$ cat config.mk
export PLATFORM = sky130hd
export DESIGN_NAME = block_buffer_tag_manager
export DESIGN_NICKNAME = d
export VERILOG_FILES = /design/src/sv/bbtm_pkg.sv /design/src/sv/block_buffer_tag_manager.sv /design/src/sv/bbtm_ram.sv /design/src/sv/bbtm_ctrl.sv /design/src/sv/bbtm_dp.sv
export VERILOG_INCLUDE_DIRS = /design/src /design/src/sv
export SDC_FILE = /design/constraint.sdc
export NUM_CORES = 1
export LEC_CHECK = 0
export ABC_AREA = 1
export BUFFER_PORTS_ARGS = -buffer_cell sky130_fd_sc_hd__buf_2
export CORE_ASPECT_RATIO = 0.6
export CORE_MARGIN = 4
export CORE_UTILIZATION = 55
export DETAILED_ROUTE_END_ITERATION = 10
export HOLD_SLACK_MARGIN = 0.03
export PLACE_DENSITY = 0.79
export SYNTH_ARGS = -nofsm -noshare
export SYNTH_HDL_FRONTEND = slang
export SYNTH_SLANG_ARGS = --single-unit
export TNS_END_PERCENT = 100
$ cat constraint.sdc
create_clock -name clk -period 3.1 [get_ports clk]
set_input_delay 0.465 -clock clk [delete_from_list [all_inputs] [get_ports clk]]
set_output_delay 0.465 -clock clk [all_outputs]
set_load 0.01 [all_outputs]
$ cat src/sv/block_buffer_tag_manager_defines.svh
// ----------------------------------------------------------------------------
// Block buffer tag manager assertion macros
// Concurrent assertion wrappers for the top-level RTL, removable with ASSERT_OFF.
// ----------------------------------------------------------------------------
`ifndef BLOCK_BUFFER_TAG_MANAGER_DEFINES_SVH
`define BLOCK_BUFFER_TAG_MANAGER_DEFINES_SVH

`ifndef ASSERT_OFF
// Same-cycle implication: when ante holds, cons must hold.
`define BBTM_ASSERT_IMP(label, clk, rst_n, ante, cons) \
    label: assert property (@(posedge clk) disable iff (!rst_n) (ante) |-> (cons)) \
        else $error("block buffer tag manager assertion failed");
// Next-cycle implication: when ante holds, cons must hold in the next cycle.
`define BBTM_ASSERT_NEXT(label, clk, rst_n, ante, cons) \
    label: assert property (@(posedge clk) disable iff (!rst_n) (ante) |=> (cons)) \
        else $error("block buffer tag manager assertion failed");
`else
`define BBTM_ASSERT_IMP(label, clk, rst_n, ante, cons)
`define BBTM_ASSERT_NEXT(label, clk, rst_n, ante, cons)
`endif

`endif

$ cat src/sv/bbtm_pkg.sv
// ----------------------------------------------------------------------------
// Block buffer tag manager package
// Sizes, action codes, ring helper and the controller/datapath interface.
// ----------------------------------------------------------------------------
package bbtm_pkg;

    localparam int NUM_BUFFERS = 8;
    localparam int BLOCK_BITS  = 15;
    localparam int IDX_W       = $clog2(NUM_BUFFERS);

    localparam int USER_W      = 2;
    localparam int IN_TDATA_W  = 16;
    localparam int OUT_TDATA_W = 24;
    localparam int OUT_IDX_W   = 3;
    localparam int OUT_USED_W  = OUT_IDX_W + 3 + BLOCK_BITS;

    localparam logic [BLOCK_BITS-1:0] BLOCK_MAX = {BLOCK_BITS{1'b1}};

    localparam logic [1:0] ACT_BLOCK  = 2'd0;
    localparam logic [1:0] ACT_BUFFER = 2'd1;
    localparam logic [1:0] ACT_UPDATE = 2'd2;
    localparam logic [1:0] ACT_EMPTY  = 2'd3;

    typedef struct packed {
        logic load_item;     // capture the requested block number
        logic use_offset;    // add the drive offset with saturation
        logic start_lookup;  // read the recent buffer's tag
        logic scan_step;     // read the next tag around the ring
        logic hit_found;     // the tag under compare matched
        logic rd_victim;     // read the victim's tag
        logic assign_buf;    // overwrite the victim's tag
        logic assign_read;   // the assignment needs a disk read
        logic mark_dirty;    // set the recent buffer's dirty bit
        logic clear_all;     // invalidate every tag
        logic res_recent;    // plain result naming the recent buffer
        logic load_out;      // move the result into the output register
    } cmd_t;

    typedef struct packed {
        logic match;         // tag under compare equals the requested block
        logic scan_end;      // next ring step would return to the recent buffer
        logic out_free;      // output register can take a new result
    } status_t;

    function automatic logic [IDX_W-1:0] ring_next(input logic [IDX_W-1:0] i);
        ring_next = (i == IDX_W'(NUM_BUFFERS - 1)) ? '0 : i + 1'b1;
    endfunction

endpackage

$ cat src/sv/block_buffer_tag_manager.sv
// ----------------------------------------------------------------------------
// Block buffer tag manager
// Keeps block-number and dirty tags for a ring of disk block buffers.
// ----------------------------------------------------------------------------
// Usage. Requests arrive as beats on the slave stream: tuser carries the
// action (block request, buffer assign, mark updated, empty all) and tdata
// carries the block number. Every request yields exactly one result beat on
// the master stream naming the buffer that is now the most recent one, with
// hit, read and write-back flags and the block number to write back.
// The block works on one request at a time. The tags sit in one RAM with a
// single registered read port, so the lookup compares one tag per cycle. It
// checks the recent buffer's tag first and then walks the ring; a miss
// checks every buffer before the victim's tag is read and overwritten. A
// buffer assign goes straight to the victim, while mark updated and empty
// all go straight to the result. The slave side is ready again as soon as the
// result is loaded. The drive offset is written through cfg_wr_en/cfg_wr_data;
// the user must do so only while idle, as the block itself does not enforce it.
// The result waits in an output register, so the next request is taken while
// an earlier result is still stalled by the receiver; the block only holds
// off when a new result is ready and the old one has not been taken.
// Reset clears both ring pointers, the drive offset and all tag valid and
// dirty flags at once, so every buffer reads as clean block 0 right away.
// ----------------------------------------------------------------------------
`include "block_buffer_tag_manager_defines.svh"

module block_buffer_tag_manager
    import bbtm_pkg::*;
(
    input  logic                   clk,
    input  logic                   rst_n,
    input  logic                   cfg_wr_en,
    input  logic [BLOCK_BITS-1:0]  cfg_wr_data,    // drive_offset
    input  logic                   s_axis_tvalid,
    output logic                   s_axis_tready,
    input  logic [IN_TDATA_W-1:0]  s_axis_tdata,   // block_number[14:0], zero pad
    input  logic [USER_W-1:0]      s_axis_tuser,   // action[1:0]
    output logic                   m_axis_tvalid,
    input  logic                   m_axis_tready,
    output logic [OUT_TDATA_W-1:0] m_axis_tdata    // buffer_index[2:0], was_hit[3],
                                                   // need_read[4], need_writeback[5],
                                                   // writeback_block[20:6], zero pad
);

    cmd_t    cmd;
    status_t status;

    // The controller decides the sequence; the datapath holds all tag state.
    bbtm_ctrl u_ctrl (
        .clk       (clk),
        .rst_n     (rst_n),
        .in_valid  (s_axis_tvalid),
        .in_action (s_axis_tuser),
        .in_ready  (s_axis_tready),
        .status    (status),
        .cmd       (cmd)
    );

    bbtm_dp u_dp (
        .clk         (clk),
        .rst_n       (rst_n),
        .cfg_wr_en   (cfg_wr_en),
        .cfg_wr_data (cfg_wr_data),
        .in_data     (s_axis_tdata),
        .cmd         (cmd),
        .status      (status),
        .out_ready   (m_axis_tready),
        .out_valid   (m_axis_tvalid),
        .out_data    (m_axis_tdata)
    );

    // A pending result is never overwritten by the next one.
    `BBTM_ASSERT_IMP(a_out_no_overwrite, clk, rst_n, cmd.load_out, status.out_free)
    // After a request beat the block is still busy with it in the next cycle.
    `BBTM_ASSERT_NEXT(a_one_at_a_time, clk, rst_n, s_axis_tvalid && s_axis_tready,
                      !s_axis_tready)
    // A tag is overwritten only right after the victim's tag has been read.
    `BBTM_ASSERT_NEXT(a_victim_read_first, clk, rst_n, cmd.rd_victim, cmd.assign_buf)

endmodule

$ cat src/sv/bbtm_ram.sv
// ----------------------------------------------------------------------------
// Generic single-port-write, single-port-read RAM
// One write and one registered read per cycle.
// ----------------------------------------------------------------------------
module bbtm_ram #(
    parameter int WIDTH = 8,
    parameter int DEPTH = 8
) (
    input  logic                     clk,
    input  logic                     wr_en,
    input  logic [$clog2(DEPTH)-1:0] wr_addr,
    input  logic [WIDTH-1:0]         wr_data,
    input  logic                     rd_en,
    input  logic [$clog2(DEPTH)-1:0] rd_addr,
    output logic [WIDTH-1:0]         rd_data
);

    logic [WIDTH-1:0] mem_reg [DEPTH];
    logic [WIDTH-1:0] rd_data_reg;

    always_ff @(posedge clk)
    begin
        if (wr_en)
        begin
            mem_reg[wr_addr] <= wr_data;
        end
        if (rd_en)
        begin
            rd_data_reg <= mem_reg[rd_addr];
        end
    end

    assign rd_data = rd_data_reg;

endmodule

$ cat src/sv/bbtm_ctrl.sv
// ----------------------------------------------------------------------------
// Block buffer tag manager controller
// Sequences lookup, ring scan, victim assignment and result hand-off.
// ----------------------------------------------------------------------------
module bbtm_ctrl
    import bbtm_pkg::*;
(
    input  logic              clk,
    input  logic              rst_n,
    input  logic              in_valid,
    input  logic [USER_W-1:0] in_action,
    output logic              in_ready,
    input  status_t           status,
    output cmd_t              cmd
);

    localparam logic [1:0] ST_IDLE   = 2'd0;
    localparam logic [1:0] ST_SCAN   = 2'd1;
    localparam logic [1:0] ST_ASSIGN = 2'd2;
    localparam logic [1:0] ST_FINISH = 2'd3;

    logic [1:0] state_reg, state_next;
    logic       read_reg, read_next;

    always_ff @(posedge clk or negedge rst_n)
    begin
        if (!rst_n)
        begin
            state_reg <= ST_IDLE;
            read_reg  <= 1'b0;
        end
        else
        begin
            state_reg <= state_next;
            read_reg  <= read_next;
        end
    end

    assign in_ready = (state_reg == ST_IDLE);

    always_comb
    begin
        state_next = state_reg;
        read_next  = read_reg;
        cmd        = '0;
        case (state_reg)
            ST_IDLE:
            begin
                if (in_valid)
                begin
                    case (in_action)
                        ACT_BLOCK:
                        begin
                            cmd.load_item    = 1'b1;
                            cmd.use_offset   = 1'b1;
                            cmd.start_lookup = 1'b1;
                            read_next        = 1'b1;
                            state_next       = ST_SCAN;
                        end
                        ACT_BUFFER:
                        begin
                            cmd.load_item = 1'b1;
                            cmd.rd_victim = 1'b1;
                            read_next     = 1'b0;
                            state_next    = ST_ASSIGN;
                        end
                        ACT_UPDATE:
                        begin
                            cmd.mark_dirty = 1'b1;
                            cmd.res_recent = 1'b1;
                            state_next     = ST_FINISH;
                        end
                        default:
                        begin
                            cmd.clear_all  = 1'b1;
                            cmd.res_recent = 1'b1;
                            state_next     = ST_FINISH;
                        end
                    endcase
                end
            end
            ST_SCAN:
            begin
                if (status.match)
                begin
                    cmd.hit_found = 1'b1;
                    state_next    = ST_FINISH;
                end
                else if (status.scan_end)
                begin
                    cmd.rd_victim = 1'b1;
                    state_next    = ST_ASSIGN;
                end
                else
                begin
                    cmd.scan_step = 1'b1;
                end
            end
            ST_ASSIGN:
            begin
                cmd.assign_buf  = 1'b1;
                cmd.assign_read = read_reg;
                state_next      = ST_FINISH;
            end
            ST_FINISH:
            begin
                if (status.out_free)
                begin
                    cmd.load_out = 1'b1;
                    state_next   = ST_IDLE;
                end
            end
            default:
            begin
                state_next = ST_IDLE;
            end
        endcase
    end

endmodule

$ cat src/sv/bbtm_dp.sv
// ----------------------------------------------------------------------------
// Block buffer tag manager datapath
// Tag RAM, valid and dirty flags, ring pointers, compare and result registers.
// ----------------------------------------------------------------------------
module bbtm_dp
    import bbtm_pkg::*;
(
    input  logic                   clk,
    input  logic                   rst_n,
    input  logic                   cfg_wr_en,
    input  logic [BLOCK_BITS-1:0]  cfg_wr_data,
    input  logic [IN_TDATA_W-1:0]  in_data,
    input  cmd_t                   cmd,
    output status_t                status,
    input  logic                   out_ready,
    output logic                   out_valid,
    output logic [OUT_TDATA_W-1:0] out_data
);

    logic [BLOCK_BITS-1:0]  offset_reg;
    logic [BLOCK_BITS-1:0]  blk_reg, blk_next;
    logic [IDX_W-1:0]       addr_reg, addr_next;
    logic [IDX_W-1:0]       recent_reg, recent_next;
    logic [IDX_W-1:0]       victim_reg, victim_next;
    logic [NUM_BUFFERS-1:0] valid_reg, valid_next;
    logic [NUM_BUFFERS-1:0] dirty_reg, dirty_next;

    logic [IDX_W-1:0]       res_idx_reg, res_idx_next;
    logic                   res_hit_reg, res_hit_next;
    logic                   res_rd_reg, res_rd_next;
    logic                   res_wb_reg, res_wb_next;
    logic [BLOCK_BITS-1:0]  res_wbblk_reg, res_wbblk_next;

    logic                   out_valid_reg, out_valid_next;
    logic [OUT_TDATA_W-1:0] out_data_reg, out_data_next;

    logic [BLOCK_BITS-1:0]  in_block;
    logic [BLOCK_BITS:0]    sum;
    logic [BLOCK_BITS-1:0]  sat_block;
    logic [BLOCK_BITS-1:0]  ram_rd_data;
    logic [BLOCK_BITS-1:0]  tag_block;
    logic [IDX_W-1:0]       next_addr;
    logic [IDX_W-1:0]       vic_step;
    logic [IDX_W-1:0]       rd_addr;
    logic                   rd_en;

    assign in_block  = in_data[BLOCK_BITS-1:0];
    assign sum       = {1'b0, in_block} + {1'b0, offset_reg};
    assign sat_block = sum[BLOCK_BITS] ? BLOCK_MAX : sum[BLOCK_BITS-1:0];

    // A tag never written since reset or the last empty reads as clean block 0.
    assign tag_block = valid_reg[addr_reg] ? ram_rd_data : '0;
    assign next_addr = ring_next(addr_reg);
    assign vic_step  = ring_next(addr_reg);

    assign status.match    = (tag_block == blk_reg);
    assign status.scan_end = (next_addr == recent_reg);
    assign status.out_free = !out_valid_reg || out_ready;

    assign rd_en   = cmd.start_lookup | cmd.rd_victim | cmd.scan_step;
    assign rd_addr = cmd.start_lookup ? recent_reg :
                     cmd.rd_victim    ? victim_reg : next_addr;

    bbtm_ram #(
        .WIDTH (BLOCK_BITS),
        .DEPTH (NUM_BUFFERS)
    ) u_tag_ram (
        .clk     (clk),
        .wr_en   (cmd.assign_buf),
        .wr_addr (addr_reg),
        .wr_data (blk_reg),
        .rd_en   (rd_en),
        .rd_addr (rd_addr),
        .rd_data (ram_rd_data)
    );

    always_comb
    begin
        blk_next       = blk_reg;
        addr_next      = addr_reg;
        recent_next    = recent_reg;
        victim_next    = victim_reg;
        valid_next     = valid_reg;
        dirty_next     = dirty_reg;
        res_idx_next   = res_idx_reg;
        res_hit_next   = res_hit_reg;
        res_rd_next    = res_rd_reg;
        res_wb_next    = res_wb_reg;
        res_wbblk_next = res_wbblk_reg;

        if (cmd.load_item)
        begin
            blk_next = cmd.use_offset ? sat_block : in_block;
        end
        if (cmd.start_lookup)
        begin
            addr_next = recent_reg;
        end
        else if (cmd.rd_victim)
        begin
            addr_next = victim_reg;
        end
        else if (cmd.scan_step)
        begin
            addr_next = next_addr;
        end

        if (cmd.hit_found)
        begin
            recent_next    = addr_reg;
            res_idx_next   = addr_reg;
            res_hit_next   = 1'b1;
            res_rd_next    = 1'b0;
            res_wb_next    = 1'b0;
            res_wbblk_next = '0;
        end

        if (cmd.assign_buf)
        begin
            // The victim pointer steps over the buffer that was recent before.
            victim_next          = (vic_step == recent_reg) ? ring_next(vic_step) : vic_step;
            recent_next          = addr_reg;
            valid_next[addr_reg] = 1'b1;
            dirty_next[addr_reg] = 1'b0;
            res_idx_next         = addr_reg;
            res_hit_next         = 1'b0;
            res_rd_next          = cmd.assign_read;
            res_wb_next          = dirty_reg[addr_reg];
            res_wbblk_next       = dirty_reg[addr_reg] ? tag_block : '0;
        end

        if (cmd.mark_dirty)
        begin
            dirty_next[recent_reg] = 1'b1;
        end
        if (cmd.clear_all)
        begin
            valid_next = '0;
            dirty_next = '0;
        end
        if (cmd.res_recent)
        begin
            res_idx_next   = recent_reg;
            res_hit_next   = 1'b0;
            res_rd_next    = 1'b0;
            res_wb_next    = 1'b0;
            res_wbblk_next = '0;
        end
    end

    always_comb
    begin
        out_valid_next = out_valid_reg;
        out_data_next  = out_data_reg;
        if (cmd.load_out)
        begin
            out_valid_next = 1'b1;
            out_data_next  = {(OUT_TDATA_W - OUT_USED_W)'(0), res_wbblk_reg, res_wb_reg,
                              res_rd_reg, res_hit_reg, OUT_IDX_W'(res_idx_reg)};
        end
        else if (out_ready)
        begin
            out_valid_next = 1'b0;
        end
    end

    always_ff @(posedge clk or negedge rst_n)
    begin
        if (!rst_n)
        begin
            offset_reg    <= '0;
            recent_reg    <= '0;
            victim_reg    <= '0;
            valid_reg     <= '0;
            dirty_reg     <= '0;
            out_valid_reg <= 1'b0;
        end
        else
        begin
            if (cfg_wr_en)
            begin
                offset_reg <= cfg_wr_data;
            end
            recent_reg    <= recent_next;
            victim_reg    <= victim_next;
            valid_reg     <= valid_next;
            dirty_reg     <= dirty_next;
            out_valid_reg <= out_valid_next;
        end
    end

    always_ff @(posedge clk)
    begin
        blk_reg       <= blk_next;
        addr_reg      <= addr_next;
        res_idx_reg   <= res_idx_next;
        res_hit_reg   <= res_hit_next;
        res_rd_reg    <= res_rd_next;
        res_wb_reg    <= res_wb_next;
        res_wbblk_reg <= res_wbblk_next;
        out_data_reg  <= out_data_next;
    end

    assign out_valid = out_valid_reg;
    assign out_data  = out_data_reg;

endmodule

==> impl_results.rst, run 1 <==
.. list-table::
   :header-rows: 1

   * - Metric
     - Value
   * - Status
     - complete, but fails checks
   * - Violated checks
     - setup timing
   * - Number of max-cap violations
     - 0
   * - Minimum hold slack
     - 123.6 ps
   * - Number of hold buffers added after CTS
     - 0
   * - Signal arrival time at the worst endpoint
     - 3950 ps
   * - Number of antenna-violating nets in the routed design
     - 0
   * - Number of enable flip-flop cells after synthesis
     - 177
   * - Average vias per placed instance
     - 5.723
   * - IO buf count
     - 59
   * - Worst Max-Slew Pin Slew
     - 1007 ps
   * - Clock period minus worst slack
     - 3687 ps
   * - Maximum number of pins on one net before global-route repair
     - 42
   * - Number of buffers created by CTS
     - 22
   * - Endpoint required time on the critical path
     - 3360 ps
   * - Average routed wire per standard cell
     - 20.10 um
   * - Startpoint kind of the worst setup timing path
     - flip-flop
   * - Count of endpoints failing hold in the final timing report
     - 0
   * - Flops & latches, synth
     - 236
   * - Pre-Repair DR Iteration Count
     - 6
   * - Congestion Overflow GR
     - 0
   * - Total Routing Usage GR
     - 25.46%
   * - Biggest area contributors in the synthesized netlist
     - edfxtp_1, dfrtp_1, nand2_1, nand3_1, inv_1
   * - TritonCTS clock tree
     - done
   * - Register area
     - 6701 um^2
   * - Total of fill cells in the finished design
     - 1,320
   * - Share of post-route cells with drive strength above 1
     - 22.20%
   * - Worst setup EP type
     - flip-flop
   * - Cell accounting for the most synthesized area
     - edfxtp_1
   * - Synthesized area per cell
     - 9.901 um^2
   * - Clock slew at the register clock pins of the worst setup and hold paths
     - 70 ps
   * - Pins over their slew limit
     - 0
   * - Placeable core region
     - 19,270 um^2
   * - Standard-cell rows
     - 39
   * - Total inserted antenna cells
     - 0
   * - Clock Skews
     - 28.00 ps
   * - Die extent in y
     - 117.2 um
   * - Iteration-0 DRC count of the detailed router
     - 1,068
   * - Wirelength, routed
     - 30,620 um
   * - Proportion of netlist area held by the largest area contributor
     - 48.67%
   * - Final setup viols
     - 61
   * - Unrepaired setup endpoints after global routing
     - yes
   * - Area added between synthesis and finish
     - 22.01%
   * - Vias in the first global route
     - 8,150
   * - Top-count cell post-synth
     - nand2_1
   * - Post-route setup slack
     - -586.6 ps
   * - Post-layout nets
     - 1,304
   * - CTS HTree Levels
     - 1
   * - Number of buffers on the longest clock path
     - 3
   * - Synth cell count leaders
     - nand2_1, edfxtp_1, nand3_1
   * - Leakage
     - 5.944 nW
   * - Post-synthesis instance total
     - 1,103
   * - IR drop worst, VDD
     - 1.011 mV
   * - Post-synth top flop
     - edfxtp_1
   * - Class of the most critical hold timing path
     - in -> async
   * - Clock Sinks
     - 236
   * - Netlist Area Pre-Place
     - 10,920 um^2
   * - Number of antenna violations at the first check in global routing
     - 0
   * - Die footprint
     - 22,250 um^2
   * - Root Driver
     - clkbuf_16
   * - Rel. slew slack
     - 32.86%
   * - Crit path max fanout
     - 8
   * - Overall Power
     - 15.97 mW
   * - Area of combinational cells with multiple inputs
     - 3655 um^2
   * - Clock latency on the worst-skew pair
     - 520 ps
   * - Achievable Freq
     - 271.3 MHz
   * - Total power divided by cell area
     - 1199 nW/um^2
   * - Synth cell types
     - 42
   * - Initial core utilization
     - 56.66%
   * - Die W
     - 189.9 um
   * - DRC violations left
     - 0
   * - Yosys warning total
     - 0
   * - Global-route wire length before repair
     - 43,990 um
   * - Async SR Flop Fraction
     - 17.37%
   * - Post-route clock period utilization
     - 118.9%
   * - Worst setup path category
     - reg -> reg
   * - HPWL Detailed
     - 16,780 um
   * - Number of vias in the routed layout
     - 8,716
   * - Number of flip-flops under the largest register name
     - 120
   * - Fraction of the yosys area taken by sequential cells
     - 61.37%
   * - I/O pin cnt
     - 64
   * - GP Congestion
     - 0.8986
-- cells in the final DEF, fill, tap and decap left out, drive strengths merged, types with 4 or more instances in the layout --
cell    netlist  layout
mux2         14      14
o21a         11      11
buf          30     157
clkbuf       16      36
xor2          7       7
ha           22      22
inv         171     172
xnor2         9       9
nand3       170     170
nand2       256     256
o21ai        47      47
nand4         4       4
nand3b       10      10
dfrtp        41      41
dfxtp        18      18
edfxtp      177     177
nor2         50      50
a21oi        27      27
clkinv        1       4
-- through the flow --
stage / cell area (um^2) / TNS [ps] / std cells / worst slack [ps] / util (%)
2_1_floorplan: 10930 / 0 / 1105 / 281.0 / -
3_3_place_gp: 11920 / -1351 / 1451 / -119.1 / 61.84
3_5_place_dp: 11920 / -1947 / 1451 / -164.5 / 61.84
4_1_cts: 13030 / -2829 / 1515 / -197.9 / 67.58
5_1_grt: 13320 / -26800 / 1523 / -735.3 / 69.13
6_report: 13320 / -17800 / 1523 / -586.6 / 69.13
-- metal layers --
metal / routed length (um) / global-route usage, % / up-vias
met5: 0 / 0 / -
met3: 3260 / 4.979 / 105
met1: 12410 / 36.62 / 4144
li1: - / - / 3934
met2: 13930 / 40.65 / 533
met4: 1008 / 6.551 / 0
-- timing repair --
| item | 4_1_cts | 5_1_grt |
|---|---|---|
| resized for setup | 39 | 72 |
| endpoints found under the setup margin | 16 | 60 |
| pin swaps | 5 | 28 |
| cloned | 5 | 4 |
| setup buffers | 21 | 8 |
-- cell type report --
cell class,count,area share (%)
well taps,266,2.498
inverters,172,4.846
flip-flops and latches,236,50.30
repair buffers,160,10.16
multi-input cells,651,27.43
clock inverters,5,0.1690
clock buffers,33,4.601
-- cell families after synthesis --
kind of cell | after synthesis | synth area share [%]
AO/OA/AOI/OAI | 101 | 5.328
XOR/XNOR | 16 | 1.283
adder cells (fa/ha/maj) | 23 | 2.704
buffers and inverters | 218 | 8.077
flip-flops | 236 | 61.37
multiplexers | 14 | 1.444
other | 1 | 0.03434
AND/OR/NAND/NOR | 494 | 19.76
-- critical path: stages, from the launching register on --
cell and delay [ps]:
edfxtp_1 550, inv_2 160, nand2_1 80, nand2_2 70, nand2_2 60, nand2_2 80, nand2_2 60, nand2_4 150
buf_16 150, buf_8 130, nand2_1 130, nand2_1 90, nand2_1 60, inv_1 80, nand3_1 140, nor2_4 140
nand2_2 90, nand2_4 90, nand2_4 60, nand2_4 100, nand3_4 170, nand2_8 200, buf_12 150, nand2_1 60
nand3_1 90, nand2_1 90, nand2_1 90, nand2_1 60
-- report_power, final --
group	internal [mW]	switching [mW]	total [mW]
Clock	1.36	1.15	2.51
Sequential	4.47	0.454	4.93
Combinational	3.39	5.14	8.53
-- path summary, 6_finish.rpt --
check,startpoint,endpoint,slack [ps],depth (start not counted)
setup reg to reg,u_dp.addr_reg[0],u_dp.u_tag_ram.rd_data[14],-590,27
max in group asynchronous,rst_n,u_dp.offset_reg[2],2350,1
hold reg to reg,u_dp.res_idx_reg[0],u_dp.out_data[0],420,0
setup / recovery,u_dp.addr_reg[0],u_dp.u_tag_ram.rd_data[14],-590,27
hold / removal,rst_n,u_dp.victim_reg[2],120,1
min in group clk,cfg_wr_data[1],u_dp.offset_reg[1],170,3
Note: power is estimated with default switching activity, not from simulation.
==> run 2: changes to the inputs <==
- CORE_UTILIZATION: 55 -> 40
- PLACE_DENSITY: 0.79 -> 0.61
- clock period: 3.1 -> 3 ns (I/O delays scaled with it)
==> run 2 against run 1 <==
Worst hold slack worse by 20 ps. Total power up 7.3%. Utilization down 17 points. Non-clock buffer count up 22. Critical path depth down 7. Clock-buffer cell count up 4. Sequential power up 2%. Clock power up 14%. Via count down 5.9%. Largest power group unchanged. The run still ends with setup timing left. Maximum frequency up 12%. Sequential share of layout area down 1.8 points. Wire length down 8.0%.
==> impl_results.rst, run 2 (same netlist as run 1, synthesis figures left out) <==
.. list-table::
   :header-rows: 1

   * - Metric
     - Value
   * - Critical Path Start
     - u_dp.addr_reg[0] (unchanged)
   * - Die extent in y
     - 136.0 um (was 117.2 um)
   * - Clock slew at the register clock pins of the worst setup and hold paths
     - 70 ps (about the same)
   * - IR drop worst, VDD
     - 0.8275 mV (was 1.011 mV)
   * - Wirelength, routed
     - 28,150 um (was 30,620 um)
   * - Post-layout nets
     - 1,328 (was 1,304)
   * - Post-route setup slack
     - -288.9 ps (was -586.6 ps)
   * - Global-route wire length before repair
     - 43,070 um (was 43,990 um)
   * - Startpoint kind of the worst setup timing path
     - flip-flop (unchanged)
   * - HPWL Detailed
     - 16,710 um (was 16,780 um)
   * - Clock period minus worst slack
     - 3289 ps (was 3687 ps)
   * - Rel. slew slack
     - 32.47% (was 32.86%)
   * - Vias in the first global route
     - 7,907 (was 8,150)
   * - Clock latency on the worst-skew pair
     - 530 ps (was 520 ps)
   * - Standard-cell rows
     - 46 (was 39)
   * - Clock Sinks
     - 236 (unchanged)
   * - Class of the most critical hold timing path
     - in -> async (unchanged)
   * - Leakage
     - 6.121 nW (was 5.944 nW)
   * - CTS HTree Levels
     - 1 (unchanged)
   * - Total inserted antenna cells
     - 0 (unchanged)
   * - Number of buffers on the longest clock path
     - 3 (unchanged)
   * - Commonest non-fill, non-tap cell in the layout
     - nand2_1 (unchanged)
   * - Iteration-0 DRC count of the detailed router
     - 702 (was 1,068)
   * - I/O pin cnt
     - 64 (unchanged)
   * - Crit path max fanout
     - 12 (was 8)
   * - Number of hold buffers added after CTS
     - 0 (unchanged)
   * - Worst setup EP type
     - flip-flop (unchanged)
   * - Placeable core region
     - 26,650 um^2 (was 19,270 um^2)
   * - Status
     - complete, but fails checks (unchanged)
   * - Leading cell types in the layout, fill and taps excluded
     - nand2_1, edfxtp_1, inv_1 (unchanged)
   * - Number of flip-flops under the largest register name
     - 120 (unchanged)
   * - Number of antenna-violating nets in the routed design
     - 0 (unchanged)
   * - Worst setup path category
     - reg -> reg (unchanged)
   * - Register area
     - 6701 um^2 (unchanged)
   * - Share of post-route cells with drive strength above 1
     - 23.97% (was 22.20%)
   * - Maximum number of pins on one net before global-route repair
     - 42 (unchanged)
   * - Final setup viols
     - 37 (was 61)
   * - Total power divided by cell area
     - 1241 nW/um^2 (was 1199 nW/um^2)
   * - Unrepaired setup endpoints after global routing
     - yes (unchanged)
   * - TritonCTS clock tree
     - done (unchanged)
   * - Area of combinational cells with multiple inputs
     - 3694 um^2 (was 3655 um^2)
   * - Pre-CTS setup slack
     - -274.7 ps (was -164.5 ps)
   * - Number of vias in the routed layout
     - 8,202 (was 8,716)
   * - Clock Skews
     - 10.45 ps (was 28.00 ps)
   * - Die W
     - 221.3 um (was 189.9 um)
   * - Worst Max-Slew Pin Slew
     - 1013 ps (was 1007 ps)
   * - Number of buffers created by CTS
     - 24 (was 22)
   * - Achievable Freq
     - 304.1 MHz (was 271.3 MHz)
   * - Congestion Overflow GR
     - 0 (unchanged)
   * - Die footprint
     - 30,090 um^2 (was 22,250 um^2)
   * - Average routed wire per standard cell
     - 17.11 um (was 20.10 um)
   * - Signal arrival time at the worst endpoint
     - 3570 ps (was 3950 ps)
   * - Total of fill cells in the finished design
     - 2,343 (was 1,320)
   * - Pre-Repair DR Iteration Count
     - 5 (was 6)
   * - Number of max-cap violations
     - 0 (unchanged)
   * - Count of endpoints failing hold in the final timing report
     - 0 (unchanged)
   * - Post-route clock period utilization
     - 109.6% (was 118.9%)
   * - Setup TNS after final layout
     - -6706 ps (was -17,800 ps)
   * - Violated checks
     - setup timing (unchanged)
   * - Average vias per placed instance
     - 4.986 (was 5.723)
   * - IO buf count
     - 59 (unchanged)
   * - Area added between synthesis and finish
     - 26.41% (was 22.01%)
   * - Endpoint required time on the critical path
     - 3280 ps (was 3360 ps)
   * - Launch instance of the worst register-to-register path
     - u_dp.addr_reg[0] (unchanged)
   * - Non-Filler Instances
     - 1,645 (was 1,523)
   * - GP Congestion
     - 0.8136 (was 0.8986)
   * - Initial core utilization
     - 40.98% (was 56.66%)
   * - Post-Route Utilization
     - 51.80% (was 69.13%)
   * - DRC violations left
     - 0 (unchanged)
   * - Pins over their slew limit
     - 0 (unchanged)
   * - Placed cell count
     - 1,557 (was 1,451)
   * - Root Driver
     - clkbuf_16 (unchanged)
   * - Number of antenna violations at the first check in global routing
     - 0 (unchanged)
   * - Total Routing Usage GR
     - 18.14% (was 25.46%)
## run 2: changes by cell type in the layout (fill, tap and decap cells not counted), moves of 3 or more
cell / before / now
clkbuf_8: 0 / 4
nand2_2: 37 / 27
buf_4: 74 / 94
o21ai_1: 8 / 12
clkbuf_16: 26 / 30
nand3_1: 156 / 153
nand2_1: 209 / 221
o21ai_0: 38 / 31
clkinv_2: 0 / 3
## run 2: worst paths after layout
kind	slack (ps)	to	cells past startpoint
setup / recovery	-290	u_dp.u_tag_ram.rd_data[11]	20
hold / removal	100	u_dp.dirty_reg[3]	1
setup reg to reg	-290	u_dp.u_tag_ram.rd_data[11]	20
hold reg to reg	430	u_dp.out_data[20]	0
max in group asynchronous	2270	u_dp.offset_reg[1]	1
min in group clk	150	u_dp.offset_reg[1]	3
## run 2: layout make-up
cell class | count | area share [%]
Clock inverter | 7 | 0.2810
Timing Repair Buffer | 182 | 11.26
Multi-Input combinational cell | 651 | 26.76
Sequential cell | 236 | 48.55
Tap cell | 360 | 3.263
Inverter | 172 | 4.749
Clock buffer | 37 | 5.148
## run 2: through the flow
step	total power [mW]	cell area, um^2	hold WS (ps)
4_1_cts	15.70	13280	133.7
3_5_place_dp	11.74	12130	414.7
2_1_floorplan	9.126	10930	154.4
6_report	17.13	13800	103.2
3_3_place_gp	11.65	12130	411.6
5_1_grt	18.24	13800	137.2
## run 2: timing repair
item                                   in CTS  in global routing
gates cloned                                4                  6
pin swaps                                  12                 31
endpoints found under the hold margin       0                  0
setup endpoints to repair                  16                 64
buffers inserted                           28                  8
gates resized for setup                    26                105
## run 2: metal layers
layer	vias up	track usage, %	part of all wire (%)
met3	46	3.669	7.4
met1	3907	27.16	47
met5	-	0	0
met4	0	4.053	1.6
li1	3995	-	-
met2	254	27.42	44
## run 2: critical path, cell delays in order (launching register included)
cell,delay (ps)
edfxtp_1,520
buf_4,200
buf_6,130
ha_4,160
ha_4,160
nor2_2,150
xor2_2,190
and3_4,210
inv_1,50
nor2_1,190
nand2_4,100
nand2_4,100
nand2_4,60
nand3_4,100
buf_12,170
buf_12,150
nand3_1,110
nand3_2,120
nand2_1,70
nand2_1,50
nand2_1,50
## run 2: where the power goes
part / internal, mW / switching (mW)
clock: 1.63 / 1.24
combinational: 4.05 / 5.17
sequential: 4.62 / 0.418
total: 10.3 / 6.83
